### src/rtl/core/mjt_pkg.sv
// Shared types, widths and helpers for the joint TLB.
// No dependencies; every other file imports this package.
`timescale 1ns / 1ps

package mjt_pkg;

  localparam int TLB_ENTRIES = 32;
  localparam int IDX_W       = $clog2(TLB_ENTRIES);
  localparam int SLOT_W      = 5;
  localparam int SPAN_W      = IDX_W + 1;

  localparam int VPN_W   = 19;
  localparam int ASID_W  = 8;
  localparam int MASK_W  = 12;
  localparam int HALF_W  = 29;
  localparam int TAG_W   = VPN_W + ASID_W + MASK_W + 1;
  localparam int PAGE_W  = 2 * HALF_W;

  // Count >> 1
  localparam int DIVD_W  = 31;

  localparam int CFG_AW  = 3;
  localparam logic [CFG_AW-3:0] REG_WIRED = '0;

  typedef enum logic [1:0] {
    REQ_READ    = 2'd0,
    REQ_WR_IDX  = 2'd1,
    REQ_WR_RAND = 2'd2,
    REQ_PROBE   = 2'd3
  } mjt_req_t;

  typedef struct packed {
    logic             re;
    logic [IDX_W-1:0] addr;
  } mjt_rd_req_t;

  typedef struct packed {
    logic              we;
    logic [IDX_W-1:0]  addr;
    logic [TAG_W-1:0]  tag;
    logic [PAGE_W-1:0] page;
  } mjt_wr_req_t;

  typedef struct packed {
    logic [TAG_W-1:0]  tag;
    logic [PAGE_W-1:0] page;
  } mjt_rd_data_t;

  typedef struct packed {
    logic              start;
    logic [DIVD_W-1:0] dividend;
    logic [SPAN_W-1:0] divisor;
  } mjt_rem_req_t;

  typedef struct packed {
    logic             done;
    logic [IDX_W-1:0] rem;
  } mjt_rem_rsp_t;

  // {PFN, C, D, V} sit contiguously in EntryLo bits 29..1
  function automatic logic [HALF_W-1:0] page_half(input logic [31:0] lo);
    page_half = lo[29:1];
  endfunction

  // tag: G | mask | ASID | VPN2
  function automatic logic [TAG_W-1:0] pack_tag(input logic [31:0] hi,
                                                input logic [31:0] lo0,
                                                input logic [31:0] lo1,
                                                input logic [31:0] pm);
    pack_tag = {lo0[0] & lo1[0], pm[24:13], hi[7:0], hi[31:13]};
  endfunction

endpackage

### src/rtl/core/mjt_if.sv
// Request and result channel interfaces for the joint TLB.
// Depends on mjt_pkg for field widths.
`timescale 1ns / 1ps

interface mjt_req_if import mjt_pkg::*; ();
  logic              valid;
  logic              ready;
  logic [1:0]        req_type;
  logic [SLOT_W-1:0] slot_index;
  logic [31:0]       entry_hi_word;
  logic [31:0]       entry_lo_even;
  logic [31:0]       entry_lo_odd;
  logic [31:0]       page_mask_word;
  logic [31:0]       cycle_count;

  modport source (output valid, req_type, slot_index, entry_hi_word, entry_lo_even,
                  entry_lo_odd, page_mask_word, cycle_count, input ready);
  modport sink   (input valid, req_type, slot_index, entry_hi_word, entry_lo_even,
                  entry_lo_odd, page_mask_word, cycle_count, output ready);
endinterface

interface mjt_rsp_if import mjt_pkg::*; ();
  logic              valid;
  logic              ready;
  logic [24:0]       read_page_mask;
  logic [31:0]       read_entry_hi;
  logic [29:0]       read_lo_even;
  logic [29:0]       read_lo_odd;
  logic [SLOT_W-1:0] probe_slot;
  logic              probe_miss;
  logic [SLOT_W-1:0] written_slot;

  modport source (output valid, read_page_mask, read_entry_hi, read_lo_even, read_lo_odd,
                  probe_slot, probe_miss, written_slot, input ready);
  modport sink   (input valid, read_page_mask, read_entry_hi, read_lo_even, read_lo_odd,
                  probe_slot, probe_miss, written_slot, output ready);
endinterface

### src/rtl/core/mjt_store.sv
// Entry store: tag and page-pair memories, one write and one registered read port.
// Per-entry valid bits make unwritten entries read as zero. Uses mjt_pkg.
`timescale 1ns / 1ps

module mjt_store import mjt_pkg::*; (
  input  logic         clk,
  input  logic         rst_n,
  input  mjt_wr_req_t  wr,
  input  mjt_rd_req_t  rd,
  output mjt_rd_data_t rd_data
);

  logic [TAG_W-1:0]       tag_mem_r  [TLB_ENTRIES];
  logic [PAGE_W-1:0]      page_mem_r [TLB_ENTRIES];
  logic [TLB_ENTRIES-1:0] vld_r;
  logic [TAG_W-1:0]       rd_tag_r;
  logic [PAGE_W-1:0]      rd_page_r;
  logic                   rd_vld_r;

  always_ff @(posedge clk) begin
    if (wr.we) begin
      tag_mem_r[wr.addr]  <= wr.tag;
      page_mem_r[wr.addr] <= wr.page;
    end
    if (rd.re) begin
      rd_tag_r  <= tag_mem_r[rd.addr];
      rd_page_r <= page_mem_r[rd.addr];
    end
  end

  always_ff @(posedge clk) begin
    if (!rst_n) begin
      vld_r    <= '0;
      rd_vld_r <= 1'b0;
    end else begin
      if (wr.we) begin
        vld_r[wr.addr] <= 1'b1;
      end
      if (rd.re) begin
        rd_vld_r <= vld_r[rd.addr];
      end
    end
  end

  assign rd_data.tag  = rd_vld_r ? rd_tag_r  : '0;
  assign rd_data.page = rd_vld_r ? rd_page_r : '0;

endmodule

### src/rtl/core/mjt_rem.sv
// Radix-2 restoring remainder unit, one dividend bit per cycle.
// Gives (Count >> 1) mod span for random replacement. Uses mjt_pkg.
`timescale 1ns / 1ps

module mjt_rem import mjt_pkg::*; (
  input  logic         clk,
  input  logic         rst_n,
  input  mjt_rem_req_t req,
  output mjt_rem_rsp_t rsp
);

  localparam int CNT_W = $clog2(DIVD_W);
  localparam logic [CNT_W-1:0] LAST_STEP = CNT_W'(DIVD_W - 1);

  logic              run_r;
  logic              done_r;
  logic [CNT_W-1:0]  cnt_r;
  logic [DIVD_W-1:0] quo_r;
  logic [SPAN_W-1:0] div_r;
  logic [SPAN_W-1:0] rem_r;
  logic [SPAN_W-1:0] rem_nxt;
  logic [SPAN_W:0]   part;

  always_comb begin
    part = {rem_r, quo_r[DIVD_W-1]};
    if (part >= {1'b0, div_r}) begin
      rem_nxt = SPAN_W'(part - {1'b0, div_r});
    end else begin
      rem_nxt = part[SPAN_W-1:0];
    end
  end

  always_ff @(posedge clk) begin
    if (!rst_n) begin
      run_r  <= 1'b0;
      done_r <= 1'b0;
      cnt_r  <= '0;
    end else begin
      done_r <= 1'b0;
      if (req.start) begin
        run_r <= 1'b1;
        cnt_r <= '0;
      end else if (run_r) begin
        cnt_r <= cnt_r + 1'b1;
        if (cnt_r == LAST_STEP) begin
          run_r  <= 1'b0;
          done_r <= 1'b1;
        end
      end
    end
  end

  always_ff @(posedge clk) begin
    if (req.start) begin
      quo_r <= req.dividend;
      div_r <= req.divisor;
      rem_r <= '0;
    end else if (run_r) begin
      quo_r <= {quo_r[DIVD_W-2:0], 1'b0};
      rem_r <= rem_nxt;
    end
  end

  assign rsp.done = done_r;
  assign rsp.rem  = rem_r[IDX_W-1:0];

endmodule

### src/rtl/core/mips_joint_tlb_top.sv
// Top level of the 32-entry joint TLB: sequencer, config register, output register.
// Depends on mjt_pkg, mjt_if, mjt_store and mjt_rem.
`timescale 1ns / 1ps

// Channel   Dir   Handshake          Contents
// in_ch     in    valid/ready        request: type, index, EntryHi/Lo0/Lo1, PageMask, Count
// out_ch    out   valid/ready        result: read words, probe slot/miss, written slot
// cfg_*     in    APB, pready high   register 0 at byte 0: wired_entries (5 bits)
//
// Path of each request, from transfer in to result ready in the output register:
//   indexed write straight to FIN, read via READ, probe via PROBE (one tag read per
//   cycle from the single read port, stops at the first hit), random write via RAND
//   (31 steps of the bit-serial remainder unit); a new transfer is taken only in IDLE.
// Reset clears the FSM, the wired register and the per-entry valid bits, so
// every entry reads as zero until written; no clearing pass is needed.
// A new request is taken while a result still waits in the output register;
// that request then holds in its last state until the result is transferred.

module mips_joint_tlb_top import mjt_pkg::*; (
  input  logic              clk,
  input  logic              rst_n,
  mjt_req_if.sink           in_ch,
  mjt_rsp_if.source         out_ch,
  input  logic              cfg_psel,
  input  logic              cfg_penable,
  input  logic              cfg_pwrite,
  input  logic [CFG_AW-1:0] cfg_paddr,
  input  logic [31:0]       cfg_pwdata,
  output logic [31:0]       cfg_prdata,
  output logic              cfg_pready
);

  typedef enum logic [4:0] {
    ST_IDLE  = 5'b00001,
    ST_READ  = 5'b00010,
    ST_PROBE = 5'b00100,
    ST_RAND  = 5'b01000,
    ST_FIN   = 5'b10000
  } mjt_state_t;

  localparam logic [IDX_W-1:0]  LAST_IDX  = IDX_W'(TLB_ENTRIES - 1);
  localparam logic [SLOT_W-1:0] WIRED_MAX = SLOT_W'(TLB_ENTRIES - 1);
  localparam int PM_SHIFT = 13;
  localparam int HI_GAP   = 32 - VPN_W - ASID_W;

  mjt_state_t state_r, state_nxt;

  // config
  logic [SLOT_W-1:0] wired_r;
  logic [IDX_W-1:0]  w_clamp;
  logic [SPAN_W-1:0] span;
  logic              cfg_wr;

  // request context
  mjt_req_t          req_r;
  logic [TAG_W-1:0]  wtag_r;
  logic [PAGE_W-1:0] wpage_r;
  logic [VPN_W-1:0]  qvpn_r;
  logic [ASID_W-1:0] qasid_r;
  logic [SLOT_W-1:0] slot_in_r;
  logic [IDX_W-1:0]  scan_r;

  // pending result
  logic [24:0]       res_pm_r;
  logic [31:0]       res_hi_r;
  logic [29:0]       res_lo0_r;
  logic [29:0]       res_lo1_r;
  logic [SLOT_W-1:0] res_pslot_r;
  logic              res_miss_r;
  logic [SLOT_W-1:0] res_wslot_r;

  // output register
  logic              out_valid_r;
  logic [24:0]       out_pm_r;
  logic [31:0]       out_hi_r;
  logic [29:0]       out_lo0_r;
  logic [29:0]       out_lo1_r;
  logic [SLOT_W-1:0] out_pslot_r;
  logic              out_miss_r;
  logic [SLOT_W-1:0] out_wslot_r;

  logic              in_acc;
  mjt_req_t          in_req;
  logic              out_free;
  logic              fin_go;
  logic              is_write;

  mjt_rd_req_t       rd;
  mjt_wr_req_t       wr;
  mjt_rd_data_t      rd_data;
  mjt_rem_req_t      rem_req;
  mjt_rem_rsp_t      rem_rsp;

  // decoded entry at the read port
  logic [VPN_W-1:0]  e_vpn;
  logic [ASID_W-1:0] e_asid;
  logic [MASK_W-1:0] e_mask;
  logic              e_g;
  logic [VPN_W-1:0]  keep;
  logic              hit;
  logic [IDX_W-1:0]  slot_rand;

  mjt_store u_store (
    .clk     (clk),
    .rst_n   (rst_n),
    .wr      (wr),
    .rd      (rd),
    .rd_data (rd_data)
  );

  mjt_rem u_rem (
    .clk   (clk),
    .rst_n (rst_n),
    .req   (rem_req),
    .rsp   (rem_rsp)
  );

  // ---------------------------------------------------------------- config
  assign cfg_pready = 1'b1;
  assign cfg_wr     = cfg_psel && cfg_penable && cfg_pwrite &&
                      (cfg_paddr[CFG_AW-1:2] == REG_WIRED);
  assign cfg_prdata = (cfg_paddr[CFG_AW-1:2] == REG_WIRED) ?
                      {{(32-SLOT_W){1'b0}}, wired_r} : '0;

  always_ff @(posedge clk) begin
    if (!rst_n) begin
      wired_r <= '0;
    end else if (cfg_wr) begin
      wired_r <= cfg_pwdata[SLOT_W-1:0];
    end
  end

  // wired stays below the entry count so the random span is never zero
  assign w_clamp = IDX_W'((wired_r > WIRED_MAX) ? WIRED_MAX : wired_r);
  assign span    = SPAN_W'(TLB_ENTRIES) - {1'b0, w_clamp};

  // ---------------------------------------------------------------- handshake
  assign in_ch.ready = (state_r == ST_IDLE);
  assign in_acc      = in_ch.valid && in_ch.ready;
  assign in_req      = mjt_req_t'(in_ch.req_type);
  assign out_free    = !out_valid_r || out_ch.ready;
  assign fin_go      = (state_r == ST_FIN) && out_free;
  assign is_write    = (req_r == REQ_WR_IDX) || (req_r == REQ_WR_RAND);

  // ---------------------------------------------------------------- store ports
  // Read data appears in the cycle after its address; a probe issues entry 0 with the
  // transfer and then scan_r + 1 each cycle while scan_r is being compared.
  always_comb begin
    rd.re   = 1'b0;
    rd.addr = scan_r + 1'b1;
    if (in_acc) begin
      rd.re   = (in_req == REQ_READ) || (in_req == REQ_PROBE);
      rd.addr = (in_req == REQ_PROBE) ? '0 : in_ch.slot_index[IDX_W-1:0];
    end else if (state_r == ST_PROBE) begin
      rd.re = 1'b1;
    end
  end

  // entries are written only at the end of a request, so a following
  // request's reads always see the new contents
  assign wr.we   = fin_go && is_write;
  assign wr.addr = res_wslot_r[IDX_W-1:0];
  assign wr.tag  = wtag_r;
  assign wr.page = wpage_r;

  assign rem_req.start    = in_acc && (in_req == REQ_WR_RAND);
  assign rem_req.dividend = in_ch.cycle_count[31:1];
  assign rem_req.divisor  = span;

  // remainder < span, so the sum stays inside the table
  assign slot_rand = rem_rsp.rem + w_clamp;

  // ---------------------------------------------------------------- match
  assign e_vpn  = rd_data.tag[VPN_W-1:0];
  assign e_asid = rd_data.tag[VPN_W +: ASID_W];
  assign e_mask = rd_data.tag[VPN_W+ASID_W +: MASK_W];
  assign e_g    = rd_data.tag[TAG_W-1];
  assign keep   = ~{{(VPN_W-MASK_W){1'b0}}, e_mask};
  assign hit    = (((e_vpn ^ qvpn_r) & keep) == '0) && (e_g || (e_asid == qasid_r));

  // ---------------------------------------------------------------- FSM
  always_comb begin
    state_nxt = state_r;
    case (state_r)
      ST_IDLE: begin
        if (in_acc) begin
          case (in_req)
            REQ_READ:    state_nxt = ST_READ;
            REQ_WR_IDX:  state_nxt = ST_FIN;
            REQ_WR_RAND: state_nxt = ST_RAND;
            REQ_PROBE:   state_nxt = ST_PROBE;
            default:     state_nxt = ST_FIN;
          endcase
        end
      end
      ST_READ:  state_nxt = ST_FIN;
      ST_PROBE: begin
        if (hit || (scan_r == LAST_IDX)) begin
          state_nxt = ST_FIN;
        end
      end
      ST_RAND: begin
        if (rem_rsp.done) begin
          state_nxt = ST_FIN;
        end
      end
      ST_FIN: begin
        if (out_free) begin
          state_nxt = ST_IDLE;
        end
      end
      default: state_nxt = ST_IDLE;
    endcase
  end

  always_ff @(posedge clk) begin
    if (!rst_n) begin
      state_r     <= ST_IDLE;
      scan_r      <= '0;
      out_valid_r <= 1'b0;
    end else begin
      state_r <= state_nxt;
      if (in_acc) begin
        scan_r <= '0;
      end else if ((state_r == ST_PROBE) && !hit && (scan_r != LAST_IDX)) begin
        scan_r <= scan_r + 1'b1;
      end
      if (fin_go) begin
        out_valid_r <= 1'b1;
      end else if (out_ch.ready) begin
        out_valid_r <= 1'b0;
      end
    end
  end

  // ---------------------------------------------------------------- datapath
  always_ff @(posedge clk) begin
    if (in_acc) begin
      req_r       <= in_req;
      wtag_r      <= pack_tag(in_ch.entry_hi_word, in_ch.entry_lo_even,
                              in_ch.entry_lo_odd, in_ch.page_mask_word);
      wpage_r     <= {page_half(in_ch.entry_lo_odd), page_half(in_ch.entry_lo_even)};
      qvpn_r      <= in_ch.entry_hi_word[31:13];
      qasid_r     <= in_ch.entry_hi_word[7:0];
      slot_in_r   <= in_ch.slot_index;
      res_pm_r    <= '0;
      res_hi_r    <= '0;
      res_lo0_r   <= '0;
      res_lo1_r   <= '0;
      res_pslot_r <= '0;
      res_miss_r  <= 1'b0;
      res_wslot_r <= (in_req == REQ_WR_IDX) ?
                     SLOT_W'(in_ch.slot_index[IDX_W-1:0]) : '0;
    end

    if (state_r == ST_READ) begin
      res_pm_r  <= {e_mask, {PM_SHIFT{1'b0}}};
      res_hi_r  <= {e_vpn, {HI_GAP{1'b0}}, e_asid};
      res_lo0_r <= {rd_data.page[HALF_W-1:0], e_g};
      res_lo1_r <= {rd_data.page[PAGE_W-1:HALF_W], e_g};
    end

    if (state_r == ST_PROBE) begin
      if (hit) begin
        res_pslot_r <= SLOT_W'(scan_r);
      end else if (scan_r == LAST_IDX) begin
        res_pslot_r <= slot_in_r;
        res_miss_r  <= 1'b1;
      end
    end

    if ((state_r == ST_RAND) && rem_rsp.done) begin
      res_wslot_r <= SLOT_W'(slot_rand);
    end

    if (fin_go) begin
      out_pm_r    <= res_pm_r;
      out_hi_r    <= res_hi_r;
      out_lo0_r   <= res_lo0_r;
      out_lo1_r   <= res_lo1_r;
      out_pslot_r <= res_pslot_r;
      out_miss_r  <= res_miss_r;
      out_wslot_r <= res_wslot_r;
    end
  end

  assign out_ch.valid          = out_valid_r;
  assign out_ch.read_page_mask = out_pm_r;
  assign out_ch.read_entry_hi  = out_hi_r;
  assign out_ch.read_lo_even   = out_lo0_r;
  assign out_ch.read_lo_odd    = out_lo1_r;
  assign out_ch.probe_slot     = out_pslot_r;
  assign out_ch.probe_miss     = out_miss_r;
  assign out_ch.written_slot   = out_wslot_r;

endmodule

### src/flat_wrapper.sv
// flat-port wrapper written by rule: the top's interface ports become plain ports
module mips_joint_tlb_top_flat import mjt_pkg::*;
  (clk, rst_n, cfg_psel, cfg_penable, cfg_pwrite, cfg_paddr, cfg_pwdata, cfg_prdata, cfg_pready, in_ch_valid, in_ch_req_type, in_ch_slot_index, in_ch_entry_hi_word, in_ch_entry_lo_even, in_ch_entry_lo_odd, in_ch_page_mask_word, in_ch_cycle_count, in_ch_ready, out_ch_valid, out_ch_read_page_mask, out_ch_read_entry_hi, out_ch_read_lo_even, out_ch_read_lo_odd, out_ch_probe_slot, out_ch_probe_miss, out_ch_written_slot, out_ch_ready);
  mjt_req_if in_ch_i ();
  mjt_rsp_if out_ch_i ();
  input  logic clk;
  input  logic rst_n;
  input  logic cfg_psel;
  input  logic cfg_penable;
  input  logic cfg_pwrite;
  input  logic [CFG_AW-1:0] cfg_paddr;
  input  logic [31:0] cfg_pwdata;
  output logic [31:0] cfg_prdata;
  output logic cfg_pready;
  input wire logic [$bits(in_ch_i.valid)-1:0] in_ch_valid;
  input wire logic [$bits(in_ch_i.req_type)-1:0] in_ch_req_type;
  input wire logic [$bits(in_ch_i.slot_index)-1:0] in_ch_slot_index;
  input wire logic [$bits(in_ch_i.entry_hi_word)-1:0] in_ch_entry_hi_word;
  input wire logic [$bits(in_ch_i.entry_lo_even)-1:0] in_ch_entry_lo_even;
  input wire logic [$bits(in_ch_i.entry_lo_odd)-1:0] in_ch_entry_lo_odd;
  input wire logic [$bits(in_ch_i.page_mask_word)-1:0] in_ch_page_mask_word;
  input wire logic [$bits(in_ch_i.cycle_count)-1:0] in_ch_cycle_count;
  output wire logic [$bits(in_ch_i.ready)-1:0] in_ch_ready;
  output wire logic [$bits(out_ch_i.valid)-1:0] out_ch_valid;
  output wire logic [$bits(out_ch_i.read_page_mask)-1:0] out_ch_read_page_mask;
  output wire logic [$bits(out_ch_i.read_entry_hi)-1:0] out_ch_read_entry_hi;
  output wire logic [$bits(out_ch_i.read_lo_even)-1:0] out_ch_read_lo_even;
  output wire logic [$bits(out_ch_i.read_lo_odd)-1:0] out_ch_read_lo_odd;
  output wire logic [$bits(out_ch_i.probe_slot)-1:0] out_ch_probe_slot;
  output wire logic [$bits(out_ch_i.probe_miss)-1:0] out_ch_probe_miss;
  output wire logic [$bits(out_ch_i.written_slot)-1:0] out_ch_written_slot;
  input wire logic [$bits(out_ch_i.ready)-1:0] out_ch_ready;
  assign in_ch_i.valid = in_ch_valid;
  assign in_ch_i.req_type = in_ch_req_type;
  assign in_ch_i.slot_index = in_ch_slot_index;
  assign in_ch_i.entry_hi_word = in_ch_entry_hi_word;
  assign in_ch_i.entry_lo_even = in_ch_entry_lo_even;
  assign in_ch_i.entry_lo_odd = in_ch_entry_lo_odd;
  assign in_ch_i.page_mask_word = in_ch_page_mask_word;
  assign in_ch_i.cycle_count = in_ch_cycle_count;
  assign in_ch_ready = in_ch_i.ready;
  assign out_ch_valid = out_ch_i.valid;
  assign out_ch_read_page_mask = out_ch_i.read_page_mask;
  assign out_ch_read_entry_hi = out_ch_i.read_entry_hi;
  assign out_ch_read_lo_even = out_ch_i.read_lo_even;
  assign out_ch_read_lo_odd = out_ch_i.read_lo_odd;
  assign out_ch_probe_slot = out_ch_i.probe_slot;
  assign out_ch_probe_miss = out_ch_i.probe_miss;
  assign out_ch_written_slot = out_ch_i.written_slot;
  assign out_ch_i.ready = out_ch_ready;
  mips_joint_tlb_top u_core (.clk(clk), .rst_n(rst_n), .in_ch(in_ch_i), .out_ch(out_ch_i), .cfg_psel(cfg_psel), .cfg_penable(cfg_penable), .cfg_pwrite(cfg_pwrite), .cfg_paddr(cfg_paddr), .cfg_pwdata(cfg_pwdata), .cfg_prdata(cfg_prdata), .cfg_pready(cfg_pready));
endmodule
### config.mk
export PLATFORM = sky130hd
export DESIGN_NAME = mips_joint_tlb_top_flat
export DESIGN_NICKNAME = d
export VERILOG_FILES = /design/src/rtl/core/mjt_pkg.sv /design/src/rtl/core/mjt_if.sv /design/src/rtl/core/mjt_store.sv /design/src/rtl/core/mjt_rem.sv /design/src/rtl/core/mips_joint_tlb_top.sv /design/src/flat_wrapper.sv
export SDC_FILE = /design/constraint.sdc
export NUM_CORES = 2
export LEC_CHECK = 0
export BUFFER_PORTS_ARGS = -buffer_cell sky130_fd_sc_hd__buf_4
export CAP_MARGIN = 10
export CORE_UTILIZATION = 49
export DETAILED_ROUTE_END_ITERATION = 10
export PLACE_DENSITY = 0.72
export SYNTH_ARGS = -nofsm -noshare
export SYNTH_HDL_FRONTEND = slang
export SYNTH_SLANG_ARGS = --single-unit
### constraint.sdc
create_clock -name clk -period 26.4 [get_ports clk]
set_input_delay 2.64 -clock clk [delete_from_list [all_inputs] [get_ports clk]]
set_output_delay 2.64 -clock clk [all_outputs]
set_load 0.05 [all_outputs]
==> flow_summary.yaml <==
drt:
  avgViaCountPerCell: 6.27
  wl_microns: 353000
  drc: 0
  wl_per_cell_microns: 30.4
  first_iter_violations: 10700
  dr.pass1.iters: 5
  vias: 72900
  ant_nets: 0
die:
  start_util: 0.493
  die_area_sq_mm: 0.286
  core_area_sq_mm: 0.283
  io_pins: 372
  die_x_microns: 535
  die_h_microns: 535
  fp-row-count: 195
pwr:
  finalPower_mw: 14.1
  powerDensity_mw_per_mm2: 89.6
  power_leakage_nw: 49.4
  ir_drop_mv: 0.117
final_layout:
  multiInputGateArea_sq_mm: 0.0283
  utilization: 0.557
  synthToLayoutAreaGrowth_pct: 13.1
  seq_area_sq_mm: 0.109
  fillers: 20700
  nets: 7794
  drive_gt1_frac: 0.185
  layout_common_cells: "edfxtp_1 (3588), mux2i_1 (574), mux4_2 (429)"
  layout_commonest_cell: "edfxtp_1"
timing:
  hold_viol: 0
  rsz0062_at_grt: "no"
  maxSlewViolCount: 0
  fin_crit_ps: 8190
  setup_viol: 0
  timing.hold.ws_ps: 400
  relSlewSlack: 0.116
  fmax_mhz: 122
  fin_skew_ps: 59.0
  finalSetupTns_ps: 0
  final.period_utilization: 0.310
  tightest_slew_ps: 1320
global_routing:
  grt_pass1_wl_microns: 503000
  grt_pass1_vias: 72600
  grt_max_degree: 135
  gr-total-overflow: 0
  antenna_found_initial: 17
  track_usage: 0.243
worst_setup_path:
  path_buf_inv: 6
  cp_top_family: "buffers and inverters"
  reg2reg_slack_ps: 19510
  crit_arrival_ps: 8790
  critPathLaunchType: "primary input"
  path_cells: "buf_4, and3b_1, nand2_4, o21ai_4, buf_12, buf_4, buf_4, buf_4, buf_4, mux4_2, a31oi_1, o21a_1, a211oi_1"
  end_kind: "register"
  required_ps: 27000
  crit_fanout: 102
  path_class: "in -> reg"
  slowest_delay_ps: 850
  cp-startpoint: "in_ch_valid"
  r2r_start: "u_core.state_r[2]"
  cp_common_cell: "buf_4"
  critPathSlowestCell: "buf_4"
yosys:
  synth_edf_count: 3588
  synthCells: 7187
  seq_area_frac_synth: 0.783
  postSynthAreaPerCell_sq_um: 19.4
  ys_seq_elements: 3656
  async_flop_share: 0
  syn_area_sq_mm: 0.139
  synth-main-ff-cell: "edfxtp_1"
  yosys_warnings: 0
  synth.distinct_cells: 69
placed_design:
  hpwl_microns: 167000
  place.gp.congestion: 0.783
  portBuffers: 266
clock_tree:
  cts_hold_buf: 0
  cts_htree_levels: 5
  postCtsSetupRepairBufs: 0
  clk_pin_slew_ps: 60
  cts_inserted_buffers: 367
  cts_tree: "done"
  cts_buffer_depth: 4
  root_buffer: "clkbuf_16"
  clkSinkCount: 3656
  cts_resized: 0
  insertion_delay_ps: 940
run_status:
  outcome: "complete, no violations"
run:
  maxCapViolCount: 0
min_path:
  hold_path.class: "reg -> reg"
  min-delay-start: "u_core.res_lo1_r[21]"
layer usage:
| layer | wire length (microns) | up-vias | GRT usage |
|---|---|---|---|
| met5 | 13 | - | 0 |
| met4 | 12600 | 2 | 0.0860 |
| met3 | 35100 | 742 | 0.0412 |
| met2 | 173000 | 4336 | 0.404 |
| met1 | 133000 | 37700 | 0.325 |
| li1 | - | 30100 | - |
state kept, by name, indices dropped and copies added, names as in the netlist, 30 cells and up:
| name | flops |
|---|---|
| u_core.out_ch.read_lo_odd | 30 |
| u_core.res_lo1_r | 30 |
| u_core.u_rem.quo_r | 31 |
| u_core.u_store.page_mem_r | 1856 |
| u_core.u_store.rd_page_r | 58 |
| u_core.u_store.rd_tag_r | 40 |
| u_core.u_store.tag_mem_r | 1280 |
| u_core.u_store.vld_r | 32 |
| u_core.wpage_r | 58 |
path summary, 6_finish.rpt:
kind                                                      end  depth (start not counted)
worst min-delay path            u_core.out_ch.read_lo_odd[21]                          0
worst max register to register   u_core.u_store.rd_page_r[10]                         12
worst max-delay path             u_core.u_store.rd_page_r[10]                         13
worst min register to register  u_core.out_ch.read_lo_odd[21]                          0
cells by family after synthesis:
group,share of synthesized area
flops,0.783
compound gates,0.0545
mux,0.113
simple gates,0.0275
buf+inv,0.0177
xor+xnor,0.00151
fa+ha+maj,0.00208
other cells,0.0000539
cells in the mapped netlist (all sizes together) (3+ instances only):
cell	instances	area, sq um
o21ai	50	258
nor3	85	430
xnor2	13	114
nand3b	3	22.5
inv	34	128
a21oi	377	1890
dfxtp	68	1360
mux4	429	9660
buf	266	1640
or3	19	124
o31ai	11	82.6
o21a	108	811
nand4	5	31.3
mux2	33	372
a21o	3	22.5
edfxtp	3588	108000
and3	16	100
xor2	11	96.3
nor4bb	5	50.1
nand2	429	1620
a31oi	85	532
o2bb2ai	5	43.8
clkbuf	183	687
ha	20	250
nand2b	14	87.6
a211oi	75	563
o22ai	105	657
mux2i	575	5760
and2	100	626
nor4	5	31.3
nor3b	4	30.0
o221ai	276	2420
a22oi	7	52.6
nor2	87	327
o32ai	5	43.8
a2111oi	6	90.1
nor2b	19	119
nand3	35	175
power breakdown:
| part | switching (mW) | total, mW | internal [mW] |
|---|---|---|---|
| combinational | 1.21 | 1.90 | 0.693 |
| sequential | 0.267 | 7.09 | 6.83 |
| clock | 2.20 | 5.12 | 2.91 |
through the flow:
stage               setup slack (ps)  std cells  instance area [sq um]
floorplan                      15210       7231                 139000
global placement               17300      10900                 146000
detailed placement             17230      10900                 146000
CTS                            18200      11600                 157000
global route                   17830      11600                 157000
finish                         18210      11600                 157000
area by class of cell:
class                           instances  area share
Clock buffer                          440      0.0608
Sequential cell                      3656       0.693
Tap cell                             3743      0.0297
Antenna cell                           12    0.000191
Timing Repair Buffer                  412      0.0217
Clock inverter                        228      0.0141
Multi-Input combinational cell       3091       0.180
Inverter                               35    0.000882
worst reg2reg max path, stage by stage (launching register included):
cell	delay, ps
dfxtp_1	380
nor3_2	330
nand2_4	300
o21ai_4	270
buf_12	570
buf_4	930
buf_4	870
buf_4	900
buf_4	880
mux4_2	610
a31oi_1	180
o21a_1	290
a211oi_1	80
Note: power is estimated with default switching activity, not from simulation.
